--- src/design/bfl_pkg.sv ---
// Shared types and constants for the exact-then-best-fit free list unit.
package bfl_pkg;

    // Capacity of the slot table and derived widths
    localparam int MAX_BLOCKS = 64;
    localparam int SLOT_W     = (MAX_BLOCKS > 1) ? $clog2(MAX_BLOCKS) : 1;
    localparam int CNT_W      = $clog2(MAX_BLOCKS + 1);
    localparam int VAL_W      = 31;
    localparam int ENTRY_W    = 2 * VAL_W;

    // Command codes of an input beat
    typedef enum logic [1:0] {
        CMD_LOAD    = 2'd0,
        CMD_REQUEST = 2'd1,
        CMD_DUMP    = 2'd2
    } cmd_t;

    // Status codes of a result beat
    typedef enum logic [2:0] {
        ST_LOADED     = 3'd0,
        ST_TABLE_FULL = 3'd1,
        ST_EXACT      = 3'd2,
        ST_SPLIT      = 3'd3,
        ST_NO_FIT     = 3'd4,
        ST_DUMP_ENTRY = 3'd5,
        ST_DUMP_EMPTY = 3'd6
    } status_t;

    typedef struct packed {
        cmd_t             cmd;
        logic [VAL_W-1:0] start_address;
        logic [VAL_W-1:0] block_length;
        logic [VAL_W-1:0] request_size;
    } in_t;

    typedef struct packed {
        status_t          status;
        logic [VAL_W-1:0] block_address;
        logic [VAL_W-1:0] remaining_length;
        logic             last;
    } out_t;

endpackage

--- src/design/bfl_ram.sv ---
// Generic single-write, single-read RAM with registered read data.
module bfl_ram #(
    parameter int WIDTH = 8,
    parameter int DEPTH = 16
) (
    input  logic                                      clk,
    input  logic                                      we,
    input  logic [((DEPTH > 1) ? $clog2(DEPTH) : 1)-1:0] waddr,
    input  logic [WIDTH-1:0]                          wdata,
    input  logic                                      re,
    input  logic [((DEPTH > 1) ? $clog2(DEPTH) : 1)-1:0] raddr,
    output logic [WIDTH-1:0]                          rdata
);

    logic [WIDTH-1:0] mem [DEPTH];
    logic [WIDTH-1:0] rdata_reg;

    // Write on enable, register the read word
    always_ff @(posedge clk)
    begin
        if (we)
        begin
            mem[waddr] <= wdata;
        end
        if (re)
        begin
            rdata_reg <= mem[raddr];
        end
    end

    assign rdata = rdata_reg;

endmodule

--- src/design/exact_then_best_fit_free_list_unit.sv ---
// Load: the result is registered and appears in the next cycle. Request: one pass of slot
// reads round the ring through the one RAM read port, followed by a successor search after
// an exact removal. Dump: one pass of slot reads, one result per live block as its slot
// word arrives. One item at a time; busy is high while working.
// Results are single-cycle strobes; the receiver cannot stall them.
// Reset (rst_n low, async) empties the list; the slot RAM itself is not cleared.
module exact_then_best_fit_free_list_unit
    import bfl_pkg::*;
(
    input  logic clk,
    input  logic rst_n,
    input  logic start,
    output logic busy,
    input  in_t  item,
    output logic result_valid,
    output out_t result
);

    typedef enum logic [1:0] {
        S_IDLE,
        S_SCAN,
        S_SUCC,
        S_DUMP
    } state_t;

    // Step a slot index round the ring
    function automatic logic [SLOT_W-1:0] slot_inc(input logic [SLOT_W-1:0] s);
        logic [SLOT_W-1:0] r;
        if (s == SLOT_W'(MAX_BLOCKS - 1))
        begin
            r = '0;
        end
        else
        begin
            r = s + SLOT_W'(1);
        end
        return r;
    endfunction

    state_t                state_reg, state_next;
    logic [MAX_BLOCKS-1:0] valid_reg, valid_next;
    logic [CNT_W-1:0]      slots_used_reg, slots_used_next;
    logic [CNT_W-1:0]      live_reg, live_next;
    logic [SLOT_W-1:0]     scan_start_reg, scan_start_next;
    logic [VAL_W-1:0]      req_reg, req_next;
    logic [SLOT_W-1:0]     rd_slot_reg, rd_slot_next;
    logic [CNT_W-1:0]      issue_cnt_reg, issue_cnt_next;
    logic                  pend_reg, pend_next;
    logic                  pend_live_reg, pend_live_next;
    logic [SLOT_W-1:0]     pend_slot_reg, pend_slot_next;
    logic                  exact_found_reg, exact_found_next;
    logic [SLOT_W-1:0]     exact_slot_reg, exact_slot_next;
    logic [VAL_W-1:0]      exact_addr_reg, exact_addr_next;
    logic                  best_found_reg, best_found_next;
    logic [SLOT_W-1:0]     best_slot_reg, best_slot_next;
    logic [VAL_W-1:0]      best_addr_reg, best_addr_next;
    logic [VAL_W-1:0]      best_len_reg, best_len_next;
    logic [SLOT_W-1:0]     succ_slot_reg, succ_slot_next;
    logic [CNT_W-1:0]      succ_cnt_reg, succ_cnt_next;
    logic [CNT_W-1:0]      emit_cnt_reg, emit_cnt_next;
    logic                  result_valid_reg, result_valid_next;
    out_t                  result_reg, result_next;

    logic                  ram_we;
    logic [SLOT_W-1:0]     ram_waddr;
    logic [ENTRY_W-1:0]    ram_wdata;
    logic                  ram_re;
    logic [ENTRY_W-1:0]    ram_rdata;
    logic [VAL_W-1:0]      rd_addr;
    logic [VAL_W-1:0]      rd_len;
    logic                  issue_done;
    logic [SLOT_W-1:0]     load_slot;

    // Slot table: address in the upper half, length in the lower half
    bfl_ram #(
        .WIDTH (ENTRY_W),
        .DEPTH (MAX_BLOCKS)
    ) u_slot_ram (
        .clk   (clk),
        .we    (ram_we),
        .waddr (ram_waddr),
        .wdata (ram_wdata),
        .re    (ram_re),
        .raddr (rd_slot_reg),
        .rdata (ram_rdata)
    );

    assign rd_addr    = ram_rdata[ENTRY_W-1:VAL_W];
    assign rd_len     = ram_rdata[VAL_W-1:0];
    assign issue_done = (issue_cnt_reg == CNT_W'(MAX_BLOCKS));
    assign load_slot  = slots_used_reg[SLOT_W-1:0];

    // Next-state logic for command decode, ring scan, successor search and dump
    always_comb
    begin
        state_next        = state_reg;
        valid_next        = valid_reg;
        slots_used_next   = slots_used_reg;
        live_next         = live_reg;
        scan_start_next   = scan_start_reg;
        req_next          = req_reg;
        rd_slot_next      = rd_slot_reg;
        issue_cnt_next    = issue_cnt_reg;
        pend_next         = 1'b0;
        pend_live_next    = pend_live_reg;
        pend_slot_next    = pend_slot_reg;
        exact_found_next  = exact_found_reg;
        exact_slot_next   = exact_slot_reg;
        exact_addr_next   = exact_addr_reg;
        best_found_next   = best_found_reg;
        best_slot_next    = best_slot_reg;
        best_addr_next    = best_addr_reg;
        best_len_next     = best_len_reg;
        succ_slot_next    = succ_slot_reg;
        succ_cnt_next     = succ_cnt_reg;
        emit_cnt_next     = emit_cnt_reg;
        result_valid_next = 1'b0;
        result_next       = result_reg;
        ram_we            = 1'b0;
        ram_waddr         = load_slot;
        ram_wdata         = {item.start_address, item.block_length};
        ram_re            = 1'b0;

        // Issue one slot read per cycle while the ring pass is open
        if ((state_reg == S_SCAN || state_reg == S_DUMP) && !issue_done)
        begin
            ram_re         = 1'b1;
            pend_next      = 1'b1;
            pend_slot_next = rd_slot_reg;
            pend_live_next = valid_reg[rd_slot_reg];
            rd_slot_next   = slot_inc(rd_slot_reg);
            issue_cnt_next = issue_cnt_reg + CNT_W'(1);
        end

        case (state_reg)
            S_IDLE:
            begin
                if (start)
                begin
                    case (item.cmd)
                        CMD_LOAD:
                        begin
                            result_valid_next = 1'b1;
                            result_next.block_address    = item.start_address;
                            result_next.remaining_length = item.block_length;
                            result_next.last             = 1'b1;
                            if (slots_used_reg >= CNT_W'(MAX_BLOCKS))
                            begin
                                result_next.status = ST_TABLE_FULL;
                            end
                            else
                            begin
                                result_next.status    = ST_LOADED;
                                ram_we                = 1'b1;
                                valid_next[load_slot] = 1'b1;
                                if (live_reg == '0)
                                begin
                                    scan_start_next = load_slot;
                                end
                                slots_used_next = slots_used_reg + CNT_W'(1);
                                live_next       = live_reg + CNT_W'(1);
                            end
                        end
                        CMD_REQUEST:
                        begin
                            req_next         = item.request_size;
                            rd_slot_next     = scan_start_reg;
                            issue_cnt_next   = '0;
                            exact_found_next = 1'b0;
                            best_found_next  = 1'b0;
                            state_next       = S_SCAN;
                        end
                        CMD_DUMP:
                        begin
                            if (live_reg == '0)
                            begin
                                result_valid_next = 1'b1;
                                result_next.status           = ST_DUMP_EMPTY;
                                result_next.block_address    = '0;
                                result_next.remaining_length = '0;
                                result_next.last             = 1'b1;
                            end
                            else
                            begin
                                rd_slot_next   = scan_start_reg;
                                issue_cnt_next = '0;
                                emit_cnt_next  = '0;
                                state_next     = S_DUMP;
                            end
                        end
                        default:
                        begin
                            state_next = S_IDLE;
                        end
                    endcase
                end
            end

            S_SCAN:
            begin
                // Track first exact match and smallest strictly longer block
                if (pend_reg && pend_live_reg)
                begin
                    if (!exact_found_reg && rd_len == req_reg)
                    begin
                        exact_found_next = 1'b1;
                        exact_slot_next  = pend_slot_reg;
                        exact_addr_next  = rd_addr;
                    end
                    if (rd_len > req_reg && (!best_found_reg || rd_len < best_len_reg))
                    begin
                        best_found_next = 1'b1;
                        best_slot_next  = pend_slot_reg;
                        best_addr_next  = rd_addr;
                        best_len_next   = rd_len;
                    end
                end
                // Pass complete: apply the outcome
                if (issue_done && !pend_reg)
                begin
                    result_valid_next = 1'b1;
                    result_next.last  = 1'b1;
                    if (exact_found_reg)
                    begin
                        result_next.status           = ST_EXACT;
                        result_next.block_address    = exact_addr_reg;
                        result_next.remaining_length = '0;
                        valid_next[exact_slot_reg]   = 1'b0;
                        live_next                    = live_reg - CNT_W'(1);
                        succ_slot_next               = slot_inc(exact_slot_reg);
                        succ_cnt_next                = CNT_W'(1);
                        state_next                   = S_SUCC;
                    end
                    else if (best_found_reg)
                    begin
                        result_next.status           = ST_SPLIT;
                        result_next.block_address    = best_addr_reg;
                        result_next.remaining_length = best_len_reg - req_reg;
                        ram_we                       = 1'b1;
                        ram_waddr                    = best_slot_reg;
                        ram_wdata                    = {best_addr_reg, best_len_reg - req_reg};
                        scan_start_next              = best_slot_reg;
                        state_next                   = S_IDLE;
                    end
                    else
                    begin
                        result_next.status           = ST_NO_FIT;
                        result_next.block_address    = '0;
                        result_next.remaining_length = '0;
                        state_next                   = S_IDLE;
                    end
                end
            end

            S_SUCC:
            begin
                // Walk forward to the next live slot after the removed one
                if (valid_reg[succ_slot_reg])
                begin
                    scan_start_next = succ_slot_reg;
                    state_next      = S_IDLE;
                end
                else if (succ_cnt_reg >= CNT_W'(MAX_BLOCKS - 1))
                begin
                    state_next = S_IDLE;
                end
                else
                begin
                    succ_slot_next = slot_inc(succ_slot_reg);
                    succ_cnt_next  = succ_cnt_reg + CNT_W'(1);
                end
            end

            S_DUMP:
            begin
                // Emit one beat per live slot in ring order
                if (pend_reg && pend_live_reg)
                begin
                    result_valid_next            = 1'b1;
                    result_next.status           = ST_DUMP_ENTRY;
                    result_next.block_address    = rd_addr;
                    result_next.remaining_length = rd_len;
                    result_next.last             = ((emit_cnt_reg + CNT_W'(1)) == live_reg);
                    emit_cnt_next                = emit_cnt_reg + CNT_W'(1);
                end
                if (issue_done && !pend_reg)
                begin
                    state_next = S_IDLE;
                end
            end

            default:
            begin
                state_next = S_IDLE;
            end
        endcase
    end

    // Hold state and registered outputs
    always_ff @(posedge clk or negedge rst_n)
    begin
        if (!rst_n)
        begin
            state_reg        <= S_IDLE;
            valid_reg        <= '0;
            slots_used_reg   <= '0;
            live_reg         <= '0;
            scan_start_reg   <= '0;
            req_reg          <= '0;
            rd_slot_reg      <= '0;
            issue_cnt_reg    <= '0;
            pend_reg         <= 1'b0;
            pend_live_reg    <= 1'b0;
            pend_slot_reg    <= '0;
            exact_found_reg  <= 1'b0;
            exact_slot_reg   <= '0;
            exact_addr_reg   <= '0;
            best_found_reg   <= 1'b0;
            best_slot_reg    <= '0;
            best_addr_reg    <= '0;
            best_len_reg     <= '0;
            succ_slot_reg    <= '0;
            succ_cnt_reg     <= '0;
            emit_cnt_reg     <= '0;
            result_valid_reg <= 1'b0;
            result_reg       <= '0;
        end
        else
        begin
            state_reg        <= state_next;
            valid_reg        <= valid_next;
            slots_used_reg   <= slots_used_next;
            live_reg         <= live_next;
            scan_start_reg   <= scan_start_next;
            req_reg          <= req_next;
            rd_slot_reg      <= rd_slot_next;
            issue_cnt_reg    <= issue_cnt_next;
            pend_reg         <= pend_next;
            pend_live_reg    <= pend_live_next;
            pend_slot_reg    <= pend_slot_next;
            exact_found_reg  <= exact_found_next;
            exact_slot_reg   <= exact_slot_next;
            exact_addr_reg   <= exact_addr_next;
            best_found_reg   <= best_found_next;
            best_slot_reg    <= best_slot_next;
            best_addr_reg    <= best_addr_next;
            best_len_reg     <= best_len_next;
            succ_slot_reg    <= succ_slot_next;
            succ_cnt_reg     <= succ_cnt_next;
            emit_cnt_reg     <= emit_cnt_next;
            result_valid_reg <= result_valid_next;
            result_reg       <= result_next;
        end
    end

    assign busy         = (state_reg != S_IDLE);
    assign result_valid = result_valid_reg;
    assign result       = result_reg;

endmodule
--- config.mk ---
export PLATFORM = sky130hd
export DESIGN_NAME = exact_then_best_fit_free_list_unit
export DESIGN_NICKNAME = d
export VERILOG_FILES = /design/src/design/bfl_pkg.sv /design/src/design/bfl_ram.sv /design/src/design/exact_then_best_fit_free_list_unit.sv
export SDC_FILE = /design/constraint.sdc
export NUM_CORES = 2
export LEC_CHECK = 0
export BUFFER_PORTS_ARGS = -buffer_cell sky130_fd_sc_hd__buf_2
export CAP_MARGIN = 20
export CORE_UTILIZATION = 40
export DETAILED_ROUTE_END_ITERATION = 6
export HOLD_SLACK_MARGIN = 0.03
export SYNTH_ARGS = -nofsm -noshare
export SYNTH_HDL_FRONTEND = slang
export SYNTH_SLANG_ARGS = --single-unit
--- constraint.sdc ---
create_clock -name clk -period 8.2 [get_ports clk]
set_clock_uncertainty 0.15 [all_clocks]
set_input_delay 1.23 -clock clk [delete_from_list [all_inputs] [get_ports clk]]
set_output_delay 1.23 -clock clk [all_outputs]
set_load 0.05 [all_outputs]
### Word-level counts from Yosys, hierarchy flattened

Memory sizes are Yosys's and may differ from the RTL's. A register that Yosys moved wholly into a read port is not among the register bits.
Cells that the tools add are included.

| storage, ports and cells | value |
|---|---|
| memory bits (writable) | 3968 |
| memories | 1 |
| bits in read-only memories | 0 |
| output and inout port bits | 68 |
| latch bits | 0 |
| bits in registers | 332 |

| operators by class | value |
|---|---|
| shifts and indexed selects | 0 |
| divide/modulo/power cells | 0 |
| equality and inequality tests | 35 |
| mux-type cells | 107 |
| order comparisons | 10 |
| reduce and logical (&&, ||, !) cells | 34 |
| add/sub/neg operators | 10 |
| bitwise operators | 4 |
| $mul | 0 |

Memories:

| name | words | width | rd ports | clocked after memory_dff | write ports | line | source |
|---|---|---|---|---|---|---|---|
| u_slot_ram.mem | 64 | 62 | 1 | 1 | 1 | bfl_ram.sv:15 | `logic [WIDTH-1:0] mem [DEPTH];` |

Operator list:

| cell | number |
|---|---|
| 64-bit two-way mux | 5 |
| 66-bit two-way mux | 4 |
| 62-bit two-way mux | 4 |
| 66-bit one-hot mux with 3 select lines | 1 |
| 6-bit two-way mux | 23 |
| 66-bit one-hot mux with 2 select lines | 1 |
| 65-bit two-way mux | 2 |
| 64-bit one-hot mux with 2 select lines | 1 |
| 7-bit two-way mux | 17 |
| 64-bit AND | 1 |
| 64-bit inverter | 1 |
| 64-bit OR | 1 |
| 7-bit one-hot mux with 2 select lines | 4 |
| 7-bit by 1-bit adder with 7-bit output, second input constant | 5 |
| 31-bit equality test | 1 |
| 31-bit greater-than comparator | 1 |
| 31-bit less-than comparator | 1 |
| 31-bit subtractor | 1 |
| 6-bit by 7-bit less-than comparator with 1-bit output, second input constant | 4 |
| 1-bit two-way mux | 24 |
| 6-bit one-hot mux with 2 select lines | 2 |
| 2-bit inequality test, second input constant | 11 |
| 5-bit AND reduction | 4 |
| 6-bit by 1-bit adder with 6-bit output, second input constant | 3 |
| other kinds (32) | 78 |

### Depth between registers and ports, before layout

| logic depth | value |
|---|---|
| depth after elaboration | 9 |
| mapped depth | 14 |
| depth with buffers taken out | 12 |

### Cells and area by module

A second synthesis with hierarchy kept.

| unflattened totals | value |
|---|---|
| cell total of the unflattened synthesis | 8534 |
| area total of the unflattened synthesis | 171882.3 um2 |

Modules (own cells, without submodules):

| module | seq. area each (um2) | area an instance (um2) | cells an instance | instances |
|---|---|---|---|---|
| bfl_ram | 121016.1 | 151800.6 | 6353 | 1 |
| exact_then_best_fit_free_list_unit | 8308.0 | 20081.8 | 2181 | 1 |

### Worst setup path before layout

No wires, ideal clock.

| path | value |
|---|---|
| path kind | input-to-reg |
| start point | input port item[93] (netlist bit) |
| end point | memory u_slot_ram.mem[15][0] (netlist bit) (enable) |
| stages | 9 |
| arrival time | 5.276 ns |
| setup time | 0.482 ns |
| setup slack | 2.292 ns |
| data required time | 7.568 ns |
| path buffers | 1 |
| path through | inv_1 ha_1 nor2b_1 and3_1 clkbuf_1 nand2_1 o21ai_0 nand2_1 nor2_1 |

| between the ends | value |
|---|---|
| cells in the longest elaborated chain, start to end | 6 |

RTL lines:

| item | line | source |
|---|---|---|
| from (decl) | exact_then_best_fit_free_list_unit.sv:14 | `input in_t item,` |
| 2-bit zero test | exact_then_best_fit_free_list_unit.sv:140 | `case (item.cmd)` |
| 1-bit two-way mux | exact_then_best_fit_free_list_unit.sv:140 |  |
| 1-bit two-way mux | exact_then_best_fit_free_list_unit.sv:138 | `if (start)` |
| 1-bit one-hot mux with 2 select lines | exact_then_best_fit_free_list_unit.sv:135 | `case (state_reg)` |
| 1-bit two-way mux | bfl_ram.sv:21 | `if (we)` |
| 1-bit two-way mux (implied by the code) | bfl_ram.sv:23 | `mem[waddr] <= wdata;` |
| to (decl) | bfl_ram.sv:15 |  |

Every way passes these cells.

### Final worst setup path

| path | value |
|---|---|
| start point | register state_reg[1] |
| end point | memory u_slot_ram.mem[0][17] (netlist bit) (enable) |

| between the ends | value |
|---|---|
| cells in the longest elaborated chain, start to end | 4 |

RTL lines:

| item | line | source |
|---|---|---|
| from (decl) | exact_then_best_fit_free_list_unit.sv:40 | `state_t state_reg, state_next;` |
| from (signal assigned) | exact_then_best_fit_free_list_unit.sv:330 | `state_reg <= state_next;` |
| 2-bit by 1-bit equality test with 1-bit output or 2-bit zero test (tied branches) | exact_then_best_fit_free_list_unit.sv:135 |  |
| 1-bit one-hot mux with 2 select lines | exact_then_best_fit_free_list_unit.sv:135 |  |
| 1-bit two-way mux | bfl_ram.sv:21 |  |
| 1-bit two-way mux (implied by the code) | bfl_ram.sv:23 |  |

Parallel ways exist; a longest one is shown, timed or not.

==> impl_results.html <==
<table>
<tr><th>Metric</th><th>Value</th></tr>
<tr><th colspan="2">Power</th></tr>
<tr><td>Pwr per Cell Area</td><td>226.6 mW/mm^2</td></tr>
<tr><td>Power share of the combinational group</td><td>0.012</td></tr>
<tr><td>Fraction of power consumed by the clock network</td><td>0.445</td></tr>
<tr><td>Sequential group share of total power</td><td>0.544</td></tr>
<tr><td>Power consumption</td><td>44.67 mW</td></tr>
<tr><td>Leakage dissipation</td><td>62.33 nW</td></tr>
<tr><td>Internal power</td><td>35.64 mW</td></tr>
<tr><td>Net Sw Frac</td><td>0.2023</td></tr>
<tr><td>NetSw</td><td>9.038 mW</td></tr>
<tr><td>VDD IR max</td><td>0.0001981 V</td></tr>
<tr><th colspan="2">Timing</th></tr>
<tr><td>Slew margin rel.</td><td>0.1691</td></tr>
<tr><td>Unrepaired setup endpoints after global routing</td><td>false</td></tr>
<tr><td>Worst Hold Margin</td><td>0.3228 ns</td></tr>
<tr><td>Final period util</td><td>0.7288</td></tr>
<tr><td>Worst-Margin Slew</td><td>1.241 ns</td></tr>
<tr><td>Smallest setup slack after layout</td><td>2.224 ns</td></tr>
<tr><td>Number of max-slew violations in the final report</td><td>0</td></tr>
<tr><td>Post-layout minimum cycle time</td><td>5.976 ns</td></tr>
<tr><td>Final Setup Violations</td><td>0</td></tr>
<tr><td>Total negative setup slack</td><td>0 ns</td></tr>
<tr><td>Maximum frequency from static timing analysis</td><td>167.3 MHz</td></tr>
<tr><td>Final-report hold violation count</td><td>0</td></tr>
<tr><th colspan="2">Yosys</th></tr>
<tr><td>Post-synth design cell area</td><td>0.1731 mm^2</td></tr>
<tr><td>Post-Syn Nets</td><td>8971</td></tr>
<tr><td>Number of distinct standard cells referenced by the synthesized netlist</td><td>74</td></tr>
<tr><td>Number of flops mapped to enable cells by yosys</td><td>4030</td></tr>
<tr><td>Leading area contributor after synthesis</td><td>edfxtp_1</td></tr>
<tr><td>Synthesized area per cell</td><td>19.76 um^2</td></tr>
<tr><td>Number of synthesized register bits</td><td>4362</td></tr>
<tr><td>Commonest cells in the synthesized netlist</td><td>4030 x edfxtp_1, 925 x mux4_2, 515 x mux2i_1</td></tr>
<tr><td>Synthesis Warnings</td><td>0</td></tr>
<tr><td>Most common cell in the netlist</td><td>edfxtp_1</td></tr>
<tr><td>Cell types with the largest area share after synthesis</td><td>edfxtp_1 70%, mux4_2 12%, dfrtp_1 4.8%</td></tr>
<tr><td>Fraction of synthesized cell area taken by the top area cell type</td><td>0.6993</td></tr>
<tr><td>Main flop type after synthesis</td><td>edfxtp_1</td></tr>
<tr><td>Count of mapped cells out of synthesis</td><td>8759</td></tr>
<tr><td>Synth async-reset ratio</td><td>0.07611</td></tr>
<tr><td>Sequential-to-total area share from yosys stat</td><td>0.7473</td></tr>
<tr><th colspan="2">Finish</th></tr>
<tr><td>Fraction of layout instances using a drive strength above 1</td><td>0.2452</td></tr>
<tr><td>Filler cells</td><td>35760</td></tr>
<tr><td>Flip-flop count of the largest register after layout</td><td>3968</td></tr>
<tr><td>Area of all placed cells without fillers</td><td>0.1971 mm^2</td></tr>
<tr><td>Combined flip-flop and latch cell area</td><td>0.1293 mm^2</td></tr>
<tr><td>Multi-input combinational cell area</td><td>0.04235 mm^2</td></tr>
<tr><td>Net count, final</td><td>9368</td></tr>
<tr><td>Finished Core Util</td><td>0.4574</td></tr>
<tr><td>Area added between synthesis and finish</td><td>13.90%</td></tr>
<tr><td>Final Non-Filler Cells</td><td>15240</td></tr>
<tr><th colspan="2">Place</th></tr>
<tr><td>Number of port buffers</td><td>165</td></tr>
<tr><td>GP Congestion</td><td>0.8770</td></tr>
<tr><td>Setup Slack @ Placement</td><td>2.353 ns</td></tr>
<tr><td>Number of placed cells counting well taps</td><td>14420</td></tr>
<tr><td>Placed wire-length estimate</td><td>309.1 mm</td></tr>
<tr><td>Placed instance area</td><td>0.1829 mm^2</td></tr>
<tr><th colspan="2">Detailed routing</th></tr>
<tr><td>Detail-routed net length per standard cell</td><td>33.88 um</td></tr>
<tr><td>Detailed router's first-iteration violation count</td><td>12890</td></tr>
<tr><td>Via density per instance</td><td>6.084</td></tr>
<tr><td>Count of antenna-violating nets left after detailed routing</td><td>0</td></tr>
<tr><td>DRC violations left</td><td>2</td></tr>
<tr><td>Vias</td><td>92700</td></tr>
<tr><td>Number of search-and-repair iterations in the first detailed-routing pass</td><td>7</td></tr>
<tr><td>Wire length reported by the detailed router</td><td>516.3 mm</td></tr>
<tr><th colspan="2">Global routing</th></tr>
<tr><td>Antenna violations before repair</td><td>51</td></tr>
<tr><td>Global-route wire length before repair</td><td>718.6 mm</td></tr>
<tr><td>Largest net degree at the start of global routing</td><td>127</td></tr>
<tr><td>GRT overflow</td><td>0</td></tr>
<tr><td>Vias in the first global route</td><td>91080</td></tr>
<tr><td>Combined global-route utilization of all metal layers</td><td>0.2331</td></tr>
<tr><th colspan="2">Worst setup path</th></tr>
<tr><td>Crit-path slowest cell</td><td>nor2_4</td></tr>
<tr><td>Count of cells along the worst register-to-register path</td><td>8</td></tr>
<tr><td>Number of buffers and inverters on the critical path</td><td>3</td></tr>
<tr><td>Critical Path Fanout Max</td><td>48</td></tr>
<tr><td>Critical path, cell by cell</td><td>inv_1, ha_2, clkinv_1, or4_4, o21ai_0, nand2_1, nor2_4, buf_4</td></tr>
<tr><td>WP data required</td><td>8.66 ns</td></tr>
<tr><td>Largest stage delay on the critical path</td><td>1.11 ns</td></tr>
<tr><td>Cell count along the critical path</td><td>8</td></tr>
<tr><td>Crit start category</td><td>flop</td></tr>
<tr><td>Critical path type</td><td>reg -&gt; reg</td></tr>
<tr><td>Arrival time reported for the critical path endpoint</td><td>6.44 ns</td></tr>
<tr><td>Critical path endpoint category</td><td>flop</td></tr>
<tr><td>Family of cells with the greatest summed delay on the critical path</td><td>simple AND/OR/NAND/NOR gates</td></tr>
<tr><th colspan="2">Hold path</th></tr>
<tr><td>WHS Path Cells</td><td>2</td></tr>
<tr><td>Type of the most critical hold path</td><td>in -&gt; reg</td></tr>
<tr><th colspan="2">Die</th></tr>
<tr><td>Die W</td><td>659.7 um</td></tr>
<tr><td>Starting Density</td><td>0.4016</td></tr>
<tr><td>Die height</td><td>659.7 um</td></tr>
<tr><td>Number of primary I/O pins</td><td>166</td></tr>
<tr><td>Standard-cell rows</td><td>241</td></tr>
<tr><td>Area enclosed by the die boundary</td><td>0.4353 mm^2</td></tr>
<tr><td>Core box area</td><td>0.4309 mm^2</td></tr>
<tr><th colspan="2">Clock tree</th></tr>
<tr><td>CTS root buffer</td><td>clkbuf_16</td></tr>
<tr><td>Clock sink count</td><td>4362</td></tr>
<tr><td>Worst-skew pair later-pin latency</td><td>0.99 ns</td></tr>
<tr><td>Clk slew on worst S/H paths</td><td>0.06 ns</td></tr>
<tr><td>Level count of the clock H-tree</td><td>5</td></tr>
<tr><td>Maximum buffer depth of the clock tree</td><td>4</td></tr>
<tr><td>CTS tree</td><td>built</td></tr>
<tr><td>Post-CTS repair timing setup buffer count</td><td>0</td></tr>
<tr><td>Number of buffers added by the clock tree synthesis step</td><td>438</td></tr>
<tr><th colspan="2">Run status</th></tr>
<tr><td>Result of the run</td><td>finished with violations</td></tr>
<tr><td>Violations in the final reports</td><td>design-rule violations</td></tr>
<tr><th colspan="2">Job</th></tr>
<tr><td>Max Cap Violations</td><td>0</td></tr>
</table>
worst reg2reg max path, stage by stage, from the launching register on:
cell      delay (ns)
dfrtp_1         0.43
inv_1           0.12
ha_2            0.19
clkinv_1        0.55
or4_4           1.10
o21ai_0         0.62
nand2_1         0.70
nor2_4          1.12
buf_4           0.55
worst paths after layout:
path / startpoint / endpoint / slack, ns
setup / recovery: state_reg[1] / u_slot_ram.mem[0][17] / 2.22
hold / removal: item[19] / req_reg[19] / 0.32
setup reg to reg: state_reg[1] / u_slot_ram.mem[0][17] / 2.22
hold reg to reg: result[0] / result[0] / 0.32
max in group asynchronous: rst_n / rd_slot_reg[3] / 5.74
min in group asynchronous: rst_n / req_reg[14] / 0.65
layout make-up:
cell class	instances	share of cell area
flip-flops and latches	4362	0.6562
multi-input cells	3807	0.2149
clock buffers	535	0.05830
well taps	5710	0.03625
repair buffers	457	0.01893
clock inverters	261	0.01349
inverters	90	0.001790
diodes	14	0.0001777
placed cells by master, fill, tap and decap left out, types with 29 or more instances in the layout:
cell,netlist,layout
edfxtp_1,4030,4030
mux4_2,925,925
mux2i_1,515,515
clkbuf_16,0,443
nand2_1,424,403
dfrtp_1,332,326
a21oi_1,274,273
buf_4,33,235
o221ai_1,233,233
o21ai_0,215,186
nor2_1,244,177
buf_2,126,165
mux2_2,154,154
ha_1,112,110
o22ai_1,103,103
clkinv_1,1,90
inv_1,88,87
clkbuf_1,272,86
clkinv_2,0,85
a21o_1,73,73
nor2_4,0,66
a211oi_1,58,58
nand3_1,56,55
a31oi_1,62,55
buf_12,0,53
bufinv_16,0,42
a222oi_1,31,31
xnor2_1,30,30
o21ai_4,0,29
power groups by stage:
stage / clock [mW] / combinational, mW / sequential [mW]
after global placement: 0 / 0.489 / 24.8
final: 19.9 / 0.517 / 24.3
after detailed placement: 0 / 0.518 / 24.8
after global routing: 20.9 / 0.545 / 24.3
after floorplan: 0 / 0.164 / 24.8
after CTS: 20.1 / 0.517 / 24.3
cell families after synthesis:
group,count (synthesis),synth area share
AOI/OAI and AO/OA,1153,0.04458
xor gates and xnor gates,58,0.002935
adders and majority gates,114,0.008329
buffers and inverters,590,0.01455
DFF,4362,0.7473
muxes,1596,0.1603
and+or+nand+nor,886,0.02194
routing by layer:
layer / wire length, um / up-vias / GRT usage
met5: 115 / - / 0
met4: 15760 / 16 / 0.06816
met3: 49240 / 738 / 0.04301
met2: 242800 / 4978 / 0.3702
met1: 208400 / 49910 / 0.3295
li1: - / 37060 / -
what timing repair did:
action	4_1_cts	5_1_grt
gates resized for setup	0	0
hold buffers	1	0
hold endpoints to repair	65	0
endpoints found under the setup margin	0	0
(Power assumes the default switching activity.)
